<file path="src/hw/rtl/pru_pkg.sv">
// page replacement unit package: sizes, policy codes, controller/datapath structs
// no dependencies
`timescale 1ns / 1ps
package pru_pkg;
	localparam int unsigned FRAME_SLOTS_DEF = 16;
	localparam int unsigned PAGE_BITS_DEF   = 16;
	localparam int unsigned STAMP_BITS_DEF  = 32;
	localparam int unsigned PAGE_W  = 16;
	localparam int unsigned SLOT_W  = 4;
	localparam int unsigned COUNT_W = 32;
	localparam int unsigned FRAMES_W = 5;
	localparam int unsigned POLICY_W = 2;

	localparam logic [FRAMES_W-1:0] FRAMES_RESET = 5'd16;

	localparam logic [POLICY_W-1:0] POL_FIFO  = 2'd0;
	localparam logic [POLICY_W-1:0] POL_LRU   = 2'd1;
	localparam logic [POLICY_W-1:0] POL_CLOCK = 2'd2;
	localparam logic [POLICY_W-1:0] POL_ESC   = 2'd3;

	localparam logic [0:0] REG_FRAMES = 1'b0;
	localparam logic [0:0] REG_POLICY = 1'b1;

	typedef struct packed {
		logic load;
		logic lookup;
		logic scan_init;
		logic scan_step;
		logic commit;
	} pru_cmd_t;

	typedef struct packed {
		logic hit;
		logic quick;
		logic scan_done;
	} pru_sts_t;
endpackage

</file>
<file path="src/hw/rtl/page_replacement_unit.sv">
// page replacement unit top level: config registers, controller and datapath
// depends on pru_pkg, pru_ctrl, pru_datapath
//
// a request is taken when start is high and busy is low; busy stays high
// until the result has been shown. the result (hit, frame_slot, fault_total)
// is valid for one cycle while done is high and cannot be held off.
// a hit or a free/FIFO fill skips the victim search and goes to commit.
// LRU faults walk the stamps one frame a cycle; clock and enhanced clock
// faults step the hand one frame a cycle.
// configuration: cfg_valid/cfg_ready with cfg_index and cfg_data; ready is
// always high. the user must make writes only while idle; the block itself
// does not enforce it. index 0 frames_in_use, 1 policy.
// reset clears the frame table marks, hand and counters; frames_in_use
// comes up as 16 and policy as FIFO.
`timescale 1ns / 1ps
module page_replacement_unit #(
	parameter int unsigned FRAME_SLOTS = pru_pkg::FRAME_SLOTS_DEF,
	parameter int unsigned PAGE_BITS   = pru_pkg::PAGE_BITS_DEF,
	parameter int unsigned STAMP_BITS  = pru_pkg::STAMP_BITS_DEF
) (
	input  logic                          clk,
	input  logic                          arst_n,
	input  logic                          start,
	output logic                          busy,
	output logic                          done,
	input  logic [pru_pkg::PAGE_W-1:0]    page,
	input  logic                          is_write,
	output logic                          hit,
	output logic [pru_pkg::SLOT_W-1:0]    frame_slot,
	output logic [pru_pkg::COUNT_W-1:0]   fault_total,
	input  logic                          cfg_valid,
	output logic                          cfg_ready,
	input  logic [0:0]                    cfg_index,
	input  logic [31:0]                   cfg_data
);
	import pru_pkg::*;
	logic [FRAMES_W-1:0] frames_q;
	logic [POLICY_W-1:0] policy_q;
	pru_cmd_t cmd;
	pru_sts_t sts;

	assign cfg_ready = 1'b1;
	always_ff @(posedge clk or negedge arst_n) begin
		if (!arst_n) begin
			frames_q <= FRAMES_RESET;
			policy_q <= POL_FIFO;
		end else if (cfg_valid) begin
			unique case (cfg_index)
				REG_FRAMES: frames_q <= cfg_data[FRAMES_W-1:0];
				REG_POLICY: policy_q <= cfg_data[POLICY_W-1:0];
				default: ;
			endcase
		end
	end

	pru_ctrl u_ctrl (
		.clk(clk), .arst_n(arst_n), .start(start), .busy(busy), .done(done),
		.sts(sts), .cmd(cmd)
	);

	pru_datapath #(
		.FRAME_SLOTS(FRAME_SLOTS), .PAGE_BITS(PAGE_BITS), .STAMP_BITS(STAMP_BITS)
	) u_dp (
		.clk(clk), .arst_n(arst_n), .cmd(cmd), .sts(sts), .page(page),
		.is_write(is_write), .frames_in_use(frames_q), .policy(policy_q),
		.hit(hit), .frame_slot(frame_slot), .fault_total(fault_total)
	);

	a_done_busy: assert property (@(posedge clk) disable iff (!arst_n) done |-> busy)
		else $error("done without busy");
	a_one_cmd: assert property (@(posedge clk) disable iff (!arst_n) $onehot0(cmd))
		else $error("more than one command");
	a_fault_mono: assert property (@(posedge clk) disable iff (!arst_n)
		done && hit |-> $stable(fault_total) || $past(fault_total) == fault_total)
		else $error("fault count moved on a hit");
endmodule

</file>
<file path="src/hw/rtl/pru_datapath.sv">
// page replacement unit datapath: frame table, lookup, victim search, counters
// depends on pru_pkg
`timescale 1ns / 1ps
module pru_datapath #(
	parameter int unsigned FRAME_SLOTS = pru_pkg::FRAME_SLOTS_DEF,
	parameter int unsigned PAGE_BITS   = pru_pkg::PAGE_BITS_DEF,
	parameter int unsigned STAMP_BITS  = pru_pkg::STAMP_BITS_DEF
) (
	input  logic                          clk,
	input  logic                          arst_n,
	input  pru_pkg::pru_cmd_t             cmd,
	output pru_pkg::pru_sts_t             sts,
	input  logic [pru_pkg::PAGE_W-1:0]    page,
	input  logic                          is_write,
	input  logic [pru_pkg::FRAMES_W-1:0]  frames_in_use,
	input  logic [pru_pkg::POLICY_W-1:0]  policy,
	output logic                          hit,
	output logic [pru_pkg::SLOT_W-1:0]    frame_slot,
	output logic [pru_pkg::COUNT_W-1:0]   fault_total
);
	import pru_pkg::*;
	localparam int unsigned IW = (FRAME_SLOTS > 1) ? $clog2(FRAME_SLOTS) : 1;
	localparam int unsigned NW = $clog2(FRAME_SLOTS + 1);
	localparam int unsigned SW = $clog2(4 * FRAME_SLOTS + 2);

	logic [PAGE_BITS-1:0]  page_q [FRAME_SLOTS];
	logic [STAMP_BITS-1:0] stamp_q [FRAME_SLOTS];
	logic [FRAME_SLOTS-1:0] valid_q, ref_q, dirty_q;
	logic [IW-1:0] hand_q, h_q, cur_q, idx_q;
	logic [NW-1:0] n_q;
	logic [PAGE_BITS-1:0] req_page_q;
	logic wr_q, hit_q;
	logic [1:0] pass_q;
	logic [SW-1:0] steps_q;
	logic [COUNT_W-1:0] refnum_q, fault_q;
	logic [POLICY_W-1:0] pol_q;

	logic [NW-1:0] n_c;
	logic [IW-1:0] h_c, nxt_c, hit_idx_c, free_idx_c, hand_nxt_c;
	logic hit_c, free_c;
	logic [FRAME_SLOTS-1:0] inwin_c;
	logic d_c, r_c, found_c;

	always_comb begin
		if (frames_in_use == '0) n_c = NW'(1);
		else if (32'(frames_in_use) > FRAME_SLOTS) n_c = NW'(FRAME_SLOTS);
		else n_c = NW'(frames_in_use);
		h_c = (32'(hand_q) < 32'(n_c)) ? hand_q : '0;
	end

	always_comb begin
		hit_c = 1'b0;
		hit_idx_c = '0;
		for (int i = FRAME_SLOTS - 1; i >= 0; i--) begin
			inwin_c[i] = (i < 32'(n_q));
			if (inwin_c[i] && valid_q[i] && page_q[i] == req_page_q) begin
				hit_c = 1'b1;
				hit_idx_c = IW'(i);
			end
		end
	end

	// lru: sequential walk with running minimum
	logic [STAMP_BITS-1:0] best_stamp_q;
	always_comb begin
		free_c = 1'b0;
		free_idx_c = '0;
		for (int i = FRAME_SLOTS - 1; i >= 0; i--)
			if (i < 32'(n_q) && !valid_q[i]) begin
				free_c = 1'b1;
				free_idx_c = IW'(i);
			end
	end

	always_comb begin
		nxt_c = (32'(cur_q) + 1 >= 32'(n_q)) ? '0 : cur_q + IW'(1);
		d_c = valid_q[cur_q] ? dirty_q[cur_q] : 1'b0;
		r_c = valid_q[cur_q] ? ref_q[cur_q] : 1'b0;
		if (pol_q == POL_CLOCK) found_c = !valid_q[cur_q] || !ref_q[cur_q];
		else if (pol_q == POL_ESC) found_c = !r_c && (d_c == pass_q[0]);
		else found_c = 1'b0;
	end

	assign hand_nxt_c = (pol_q == POL_FIFO || pol_q == POL_LRU)
		? ((32'(h_q) + 1 >= 32'(n_q)) ? '0 : h_q + IW'(1))
		: ((32'(idx_q) + 1 >= 32'(n_q)) ? '0 : idx_q + IW'(1));

	logic done_q;
	assign sts.hit = hit_c;
	assign sts.quick = !valid_q[h_q] || pol_q == POL_FIFO;
	assign sts.scan_done = done_q;

	always_ff @(posedge clk) begin
		if (cmd.load) begin
			req_page_q <= PAGE_BITS'(page);
			wr_q <= is_write;
		end
		if (cmd.commit && !hit_q) page_q[idx_q] <= req_page_q;
		if (cmd.commit) stamp_q[idx_q] <= STAMP_BITS'(refnum_q);
		if (cmd.scan_step && pol_q == POL_LRU && !done_q && 32'(cur_q) < 32'(n_q)
			&& stamp_q[cur_q] < best_stamp_q)
			best_stamp_q <= stamp_q[cur_q];
		if (cmd.scan_init) best_stamp_q <= stamp_q[0];
	end

	always_ff @(posedge clk or negedge arst_n) begin
		if (!arst_n) begin
			valid_q <= '0; ref_q <= '0; dirty_q <= '0;
			hand_q <= '0; h_q <= '0; cur_q <= '0; idx_q <= '0; n_q <= '0;
			hit_q <= 1'b0; pass_q <= '0; steps_q <= '0; refnum_q <= '0;
			fault_q <= '0; pol_q <= '0; done_q <= 1'b0;
			hit <= 1'b0; frame_slot <= '0; fault_total <= '0;
		end else begin
			if (cmd.load) begin
				n_q <= n_c;
				h_q <= h_c;
				pol_q <= policy;
			end
			if (cmd.lookup) begin
				hit_q <= hit_c;
				idx_q <= hit_c ? hit_idx_c : h_q;
			end
			if (cmd.scan_init) begin
				done_q <= 1'b0;
				pass_q <= '0;
				steps_q <= '0;
				if (pol_q == POL_LRU) begin
					if (free_c) begin
						idx_q <= free_idx_c;
						done_q <= 1'b1;
					end else begin
						idx_q <= '0;
						cur_q <= IW'(1);
					end
				end else cur_q <= h_q;
			end
			if (cmd.scan_step && !done_q) begin
				if (pol_q == POL_LRU) begin
					if (32'(cur_q) >= 32'(n_q) || cur_q == '0) done_q <= 1'b1;
					else begin
						if (stamp_q[cur_q] < best_stamp_q) idx_q <= cur_q;
						if (32'(cur_q) + 1 >= 32'(n_q)) done_q <= 1'b1;
						else cur_q <= cur_q + IW'(1);
					end
				end else if (pol_q == POL_CLOCK) begin
					if (found_c) begin
						idx_q <= cur_q; done_q <= 1'b1;
					end else if (32'(steps_q) >= 2 * 32'(n_q)) begin
						ref_q[cur_q] <= 1'b0; idx_q <= h_q; done_q <= 1'b1;
					end else begin
						ref_q[cur_q] <= 1'b0;
						cur_q <= nxt_c;
						steps_q <= steps_q + SW'(1);
					end
				end else begin
					if (found_c) begin
						idx_q <= cur_q; done_q <= 1'b1;
					end else begin
						if (pass_q == 2'd1) ref_q[cur_q] <= 1'b0;
						cur_q <= nxt_c;
						if (32'(steps_q) + 1 >= 32'(n_q)) begin
							steps_q <= '0;
							if (pass_q == 2'd3) begin
								idx_q <= h_q; done_q <= 1'b1;
							end else pass_q <= pass_q + 2'd1;
						end else steps_q <= steps_q + SW'(1);
					end
				end
			end
			if (cmd.commit) begin
				refnum_q <= refnum_q + COUNT_W'(1);
				ref_q[idx_q] <= 1'b1;
				if (hit_q) begin
					if (wr_q) dirty_q[idx_q] <= 1'b1;
					hand_q <= h_q;
				end else begin
					valid_q[idx_q] <= 1'b1;
					dirty_q[idx_q] <= wr_q;
					hand_q <= hand_nxt_c;
					if (fault_q != '1) fault_q <= fault_q + COUNT_W'(1);
				end
				hit <= hit_q;
				frame_slot <= SLOT_W'(idx_q);
				fault_total <= (!hit_q && fault_q != '1) ? fault_q + COUNT_W'(1) : fault_q;
			end
		end
	end
endmodule

</file>
<file path="src/hw/rtl/pru_ctrl.sv">
// page replacement unit controller: sequences lookup, victim search and commit
// depends on pru_pkg
`timescale 1ns / 1ps
module pru_ctrl (
	input  logic               clk,
	input  logic               arst_n,
	input  logic               start,
	output logic               busy,
	output logic               done,
	input  pru_pkg::pru_sts_t  sts,
	output pru_pkg::pru_cmd_t  cmd
);
	import pru_pkg::*;
	typedef enum logic [5:0] {
		ST_IDLE   = 6'b000001,
		ST_LOOKUP = 6'b000010,
		ST_INIT   = 6'b000100,
		ST_SCAN   = 6'b001000,
		ST_COMMIT = 6'b010000,
		ST_OUT    = 6'b100000
	} state_t;
	state_t state_q, state_d;

	always_comb begin
		state_d = state_q;
		cmd = '0;
		unique case (state_q)
			ST_IDLE: begin
				cmd.load = start;
				if (start) state_d = ST_LOOKUP;
			end
			ST_LOOKUP: begin
				cmd.lookup = 1'b1;
				state_d = (sts.hit || sts.quick) ? ST_COMMIT : ST_INIT;
			end
			ST_INIT: begin
				cmd.scan_init = 1'b1;
				state_d = ST_SCAN;
			end
			ST_SCAN: begin
				cmd.scan_step = 1'b1;
				if (sts.scan_done) state_d = ST_COMMIT;
			end
			ST_COMMIT: begin
				cmd.commit = 1'b1;
				state_d = ST_OUT;
			end
			ST_OUT: state_d = ST_IDLE;
			default: state_d = ST_IDLE;
		endcase
	end

	always_ff @(posedge clk or negedge arst_n) begin
		if (!arst_n) state_q <= ST_IDLE;
		else state_q <= state_d;
	end
	assign busy = state_q != ST_IDLE;
	assign done = state_q == ST_OUT;
endmodule

</file>
<file path="config.mk">
export PLATFORM = sky130hd
export DESIGN_NAME = page_replacement_unit
export DESIGN_NICKNAME = d
export VERILOG_FILES = /design/src/hw/rtl/pru_pkg.sv /design/src/hw/rtl/page_replacement_unit.sv /design/src/hw/rtl/pru_datapath.sv /design/src/hw/rtl/pru_ctrl.sv
export SDC_FILE = /design/constraint.sdc
export NUM_CORES = 1
export LEC_CHECK = 0
export BUFFER_PORTS_ARGS = -buffer_cell sky130_fd_sc_hd__buf_2
export CORE_MARGIN = 1
export CORE_UTILIZATION = 25
export CTS_CLUSTER_SIZE = 8
export DETAILED_ROUTE_END_ITERATION = 6
export GPL_TIMING_DRIVEN = 0
export SETUP_SLACK_MARGIN = 0.1
export SLEW_MARGIN = 20
export SYNTH_ARGS = -nofsm -noshare
export SYNTH_HDL_FRONTEND = slang
export SYNTH_SLANG_ARGS = --single-unit
</file>
<file path="constraint.sdc">
create_clock -name clk -period 7.9 [get_ports clk]
set_clock_uncertainty 0.15 [all_clocks]
set_input_delay 1.58 -clock clk [delete_from_list [all_inputs] [get_ports clk]]
set_output_delay 1.58 -clock clk [all_outputs]
set_load 0.02 [all_outputs]
</file>
; Word-level counts from Yosys, hierarchy flattened
; Memory sizes are Yosys's and may differ from the RTL's.
; Index checks and enable logic that the tools add are counted.
[totals]
regBits = 245
ram_bits = 768
in_bits = 54
wordCells = 371
n_memories = 2
[memory_table]
columns = memory, depth, width, read_ports, rd_ports_with_merged_regs, write_ports, line
row1 = u_dp.stamp_q, 16, 32, 2, 0, 1, pru_datapath.sv:27  ; logic [STAMP_BITS-1:0] stamp_q [FRAME_SLOTS];
row2 = u_dp.page_q, 16, 16, 16, 0, 1, pru_datapath.sv:26  ; logic [PAGE_BITS-1:0] page_q [FRAME_SLOTS];
[op_classes]
add_sub_neg = 11
magnitude_cmp = 31
n_eq_ne = 33
n_mux = 168
bitwise = 7
reduce_logical = 95
[op_table]
columns = cell, n
row1 = 16-bit equality test, 16
row2 = 4-bit two-way mux, 64
row3 = 16-bit two-way mux, 9
row4 = 32-bit by 5-bit >= comparator with 1-bit output, 4
row5 = 32-bit two-way mux, 3
row6 = "32-bit by 1-bit adder with 32-bit output, second input constant", 2
row7 = 1-bit two-way mux, 64
row8 = 1-bit logical AND, 58
row9 = 7-bit two-way mux, 8
row10 = 16-bit bitwise OR, 3
row11 = "4-bit by 5-bit < comparator with 1-bit output, first input constant", 8
row12 = 32-bit < comparator, 1
row13 = "32-bit != test, second input constant", 1
row14 = 6-bit one-hot mux with 5 select lines, 1
row15 = 1-bit zero test, 22
row16 = "3-bit by 5-bit < comparator with 1-bit output, first input constant", 4
row17 = 16-bit AND, 1
row18 = 1-bit binary-select mux with 4-bit select, 4
row19 = 16-bit bitwise mux, 1
row20 = 16-bit NOT, 1
row21 = "4-bit by 1-bit adder with 5-bit output, second input constant", 3
row22 = "4-bit by 5-bit < comparator with 1-bit output, second input constant", 3
row23 = 5-bit two-way mux, 3
row24 = 2-bit two-way mux, 7
row25 = 33 further kinds, 54

; Depth between registers and ports, before layout
[depth]
word_depth = 29
depth_mapped = 17

; Cells and area by module
; From an unflattened synthesis, not the netlist that was laid out.
[hier_totals]
cells_unflattened = 2881
area_unflattened_um2 = 44599.0
[modules_own_cells]
columns = module, n_inst, cells_each, area_per_inst_um2, seq_area_each_um2
row1 = pru_datapath, 1, 2825, 43964.7, 29112.9
row2 = pru_ctrl, 1, 38, 347.8, 151.4
row3 = page_replacement_unit, 1, 18, 286.5, 176.4

; Least setup slack after synthesis
; OpenSTA, ideal clock, no wires.
[synth_timing]
path_kind = register to register
from = register u_dp.cur_q[0]
to = register u_dp.best_stamp_q[0] (enable)
setup_time_ns = 0.466
arrival_ns = 6.541
required_time_ns = 7.284
path_slack_ns = 0.743
stages_incl_launch_ff = 14
period_less_slack_ns = 7.157
cell_sequence = dfrtp_1 buf_6 buf_12 clkbuf_1 buf_1 mux4_2 mux4_2 ha_1 a21o_1 a211oi_1 nand4b_1 a41o_1 a211o_1 o21ai_0
[synth_between]
elab_chain_cells = 4
word_cells_on_any_way = 6
cone_classes = order compare (2) / reduce/logical (3) / memory (1)
[synth_lines]
columns = element, line
row1 = "start, declared", pru_datapath.sv:29  ; logic [IW-1:0] hand_q, h_q, cur_q, idx_q;
row2 = "start signal, assigned", pru_datapath.sv:135  ; end else cur_q <= h_q;
row3 = "start signal, assigned", pru_datapath.sv:143  ; else cur_q <= cur_q + IW'(1);
row4 = "start signal, assigned", pru_datapath.sv:152  ; cur_q <= nxt_c;
row5 = memory read 16 x 32 bit or 4-bit by 5-bit < comparator with 1-bit output (tied branches), n/a
row6 = 32-bit < comparator or 1-bit logical AND (tied branches), "pru_datapath.sv:101, pru_datapath.sv:100"
row7 = 1-bit logical AND *, pru_datapath.sv:101  ; && stamp_q[cur_q] < best_stamp_q)
row8 = 2-bit nonzero test (no source line) *, n/a
row9 = "end signal, assigned", pru_datapath.sv:102  ; best_stamp_q <= stamp_q[cur_q];
row10 = "end signal, assigned", pru_datapath.sv:103  ; if (cmd.scan_init) best_stamp_q <= stamp_q[0];
row11 = "end, declared", pru_datapath.sv:64  ; logic [STAMP_BITS-1:0] best_stamp_q;
; Mark *: on every way between the ends. The rest lies on a longest branch, timed or not.
; A chain may end at the register's enable or synchronous reset.

; Worst setup path in the final report
[layout_timing]
from = register u_dp.cur_q[1]
to = register u_dp.best_stamp_q[10] (enable)
; The elaborated chain is that of the path after synthesis.

==> impl_metrics.yaml <==
status:
  outcome: "finished, final reports clean"
global_routing:
  antenna_found_initial: 0
  grt_pass1_vias: 26500
  overflow: 0
  grt.total_usage_pct: 12.6
  grt_pass1_wl_mm: 172
  grt_max_degree: 72
synth:
  synth_edf_count: 817
  synthCells: 2937
  synth_top_area_share_pct: 55.3
  ys_ff_latch: 1013
  synth_top_area_cell: "edfxtp_1"
  synth_nets: 3068
  synth_ff_type: "edfxtp_1"
  yosysWarnings: 0
  syn_area_per_cell_sq_um: 15.1
  ys_types: 84
  synth_area_leaders: "edfxtp_1 (55%), dfrtp_1 (11%), mux4_2 (8.6%)"
  syn_area_sq_um: 44400
  async_reset_ff_share_pct: 19.3
  seq_area_frac_synth_pct: 66.3
power:
  pwr-share-clk_pct: 39.1
  p_sw_mw: 4.28
  power_density_nw_per_um2: 281
  power.share.combinational_pct: 18.2
  seq_power_share_pct: 42.7
  total_power_mw: 14.8
  netSwitchingFraction_pct: 28.9
  vdd_drop_max_v: 0.000207
  total_leakage_power_nw: 18.3
  p_int_mw: 10.5
floorplan:
  io_pins: 94
  coreArea_sq_um: 176000
  die_w_um: 423
  start_util_pct: 25.2
  dieHeight_um: 423
  dieArea_sq_um: 179000
  rows: 154
timing:
  holdWs_ps: 322
  setup_viol: 0
  period_share_pct: 87.8
  hold_viol_final: 0
  tightest_slew_ps: 1200
  period_needed_ps: 6940
  worst_slack_ps: 963
  tns_ps: 0
  slew_headroom_pct: 20.1
  drv_slew: 0
  fmax_mhz: 144
  rsz0062_at_grt: "false"
route:
  wire_per_inst_um: 20.5
  drtIter0Drc: 2822
  finalWirelength_mm: 115
  vias: 26500
  antenna_left: 0
  drtPass1Iterations: 6
  route.detailed.drc: 0
  routed_via_density: 4.70
final_layout:
  syn2layout_area_growth_pct: 18.7
  finish.utilization_pct: 29.9
  fin_nets: 3318
  fillCellCount: 17400
  final_layout_size_suffix_gt1_share_pct: 16.7
  diodes: 0
cts:
  cts_tree: "yes"
  clkLatencyLatePin_ps: 750
  holdBufCountCts: 0
  clk_pin_slew_ps: 50
  cts.sinks: 1013
  post_cts_buffers: 0
  cts_buffers: 144
  h-tree-depth: 4
  cts_resized: 0
  clockBufferDepth: 3
  root_buffer: "clkbuf_16"
setup_path:
  timing.rr.start: "u_dp.cur_q[1]"
  cp-endpoint: "u_dp.best_stamp_q[10]"
  reg2reg_to: "u_dp.best_stamp_q[10]"
  worstPathMaxFanout: 21
  crit_required_ps: 8190
  arrival_ps: 7220
  reg2reg_depth: 14
  r2r_slack_ps: 960
  startpoint: "u_dp.cur_q[1]"
  cp-start-kind: "flop"
  endpoint_kind: "flop"
  crit_type: "flop to flop"
place:
  portBuffers: 65
  place.gp.congestion: 0.891
  dp_hpwl_mm: 75.2
  post-place-ws_ps: 990
hold_path:
  holdCritStartpoint: "u_dp.fault_total[17]"
  hp-class: "flop to flop"
flow_run:
  max-cap-violations: 0
[cells by family (layout without fill, tap and decap cells)]
kind of cell,count (synthesis),in the layout,synth area share [%]
compound gates,285,285,3.95
xor+xnor,357,357,7.04
mux,191,191,9.50
buf+inv,208,559,1.91
flops,1013,1013,66.3
simple gates,805,805,9.10
fa+ha+maj,77,77,2.17
other cells,1,1,0.00845
[metal layers]
metal,global-route usage [%],vias up,wire length [um]
li1,-,11700,-
met1,17.6,13600,50900
met2,20.0,992,53900
met3,2.31,155,8120
met4,3.60,0,2220
met5,0,-,0
[per-stage QoR]
stage | cell area [sq um] | cells
finish | 52700 | 5628
CTS | 52700 | 5628
global placement | 47600 | 5342
detailed placement | 48400 | 5381
global route | 52700 | 5628
floorplan | 44400 | 2937
[registers in the layout, indices dropped and copies added, names as in the netlist, 5 cells and up]
| signal | count |
|---|---|
| u_dp.fault_q | 32 |
| u_ctrl.state_q | 6 |
| u_dp.page_q | 256 |
| u_dp.dirty_q | 16 |
| u_dp.valid_q | 16 |
| u_dp.best_stamp_q | 32 |
| u_dp.stamp_q | 512 |
| u_dp.n_q | 5 |
| u_dp.fault_total | 32 |
| u_dp.req_page_q | 16 |
| u_dp.steps_q | 7 |
| u_dp.ref_q | 16 |
| u_dp.refnum_q | 32 |
| frames_q | 5 |
[synthesized netlist by cell type (all sizes together) (11+ instances only)]
library cell,n
edfxtp,817
nand2,312
dfrtp,194
xor2,184
mux4,180
xnor2,173
o21ai,136
nor2,100
nand4,82
clkbuf,77
ha,77
inv,76
nor4,56
buf,54
nand3,51
nor3,47
a21oi,46
and3,24
nand2b,23
or2,22
a21o,17
or4,14
nor2b,11
nor3b,11
o211ai,11
[final cells by class]
type	count	area (sq um)	area share [%]
buffer	131	564	1.07
clock inverter	10	218	0.413
sequential	1013	29400	55.9
tap	2340	2930	5.56
multi-input combinational	1716	14200	26.9
timing repair buffer	104	1040	1.98
inverter	77	292	0.553
clock buffer	237	4040	7.66
[critical path, cell delays in order, from the launching register on]
cell      delay, ps
dfrtp_1         420
clkbuf_1        600
buf_2           430
clkbuf_1        470
buf_1           860
mux4_2          430
mux4_2          520
ha_1            310
a21o_1          160
a211oi_1        480
nand4b_1        170
a41o_1          280
a211o_1         480
o21ai_4         570
buf_12          260
[placed cells by master (no fill, tap or decap), types with 9 or more instances in the layout]
cell type and n:
a21o_1 17, a21oi_1 45, a31oi_1 9, and3_1 24, and4_1 10, buf_1 20
buf_12 13, buf_2 90, buf_6 11, buf_8 10, clkbuf_1 165, clkbuf_16 148
dfrtp_1 194, edfxtp_1 817, ha_1 77, inv_1 58, inv_2 17, mux4_1 11
mux4_2 169, nand2_1 311, nand2b_1 23, nand3_1 51, nand4_1 82, nor2_1 83
nor2_2 16, nor2b_1 11, nor3_1 47, nor3b_1 10, nor4_1 55, nor4b_1 10
o211ai_1 11, o21ai_0 132, or2_2 21, or4_1 14, xnor2_1 173, xor2_1 184
[power groups by stage]
stage	logic (mW)	registers, mW	clock network, mW
finish	2.70	6.32	5.79
global route	2.92	6.33	6.13
CTS	2.69	6.32	5.90
detailed placement	2.67	6.42	0
global placement	2.60	6.43	0
floorplan	1.84	6.26	0
[worst min path at each step]
stage | to | cells after the start
after floorplan | u_dp.pol_q[0] | 2
after global placement | u_dp.fault_total[15] | 2
after detailed placement | u_dp.fault_total[17] | 2
after CTS | u_dp.fault_total[17] | 2
after global routing | u_dp.fault_total[17] | 2
final | u_dp.fault_total[17] | 2
Power figures use the tool's default switching activity.
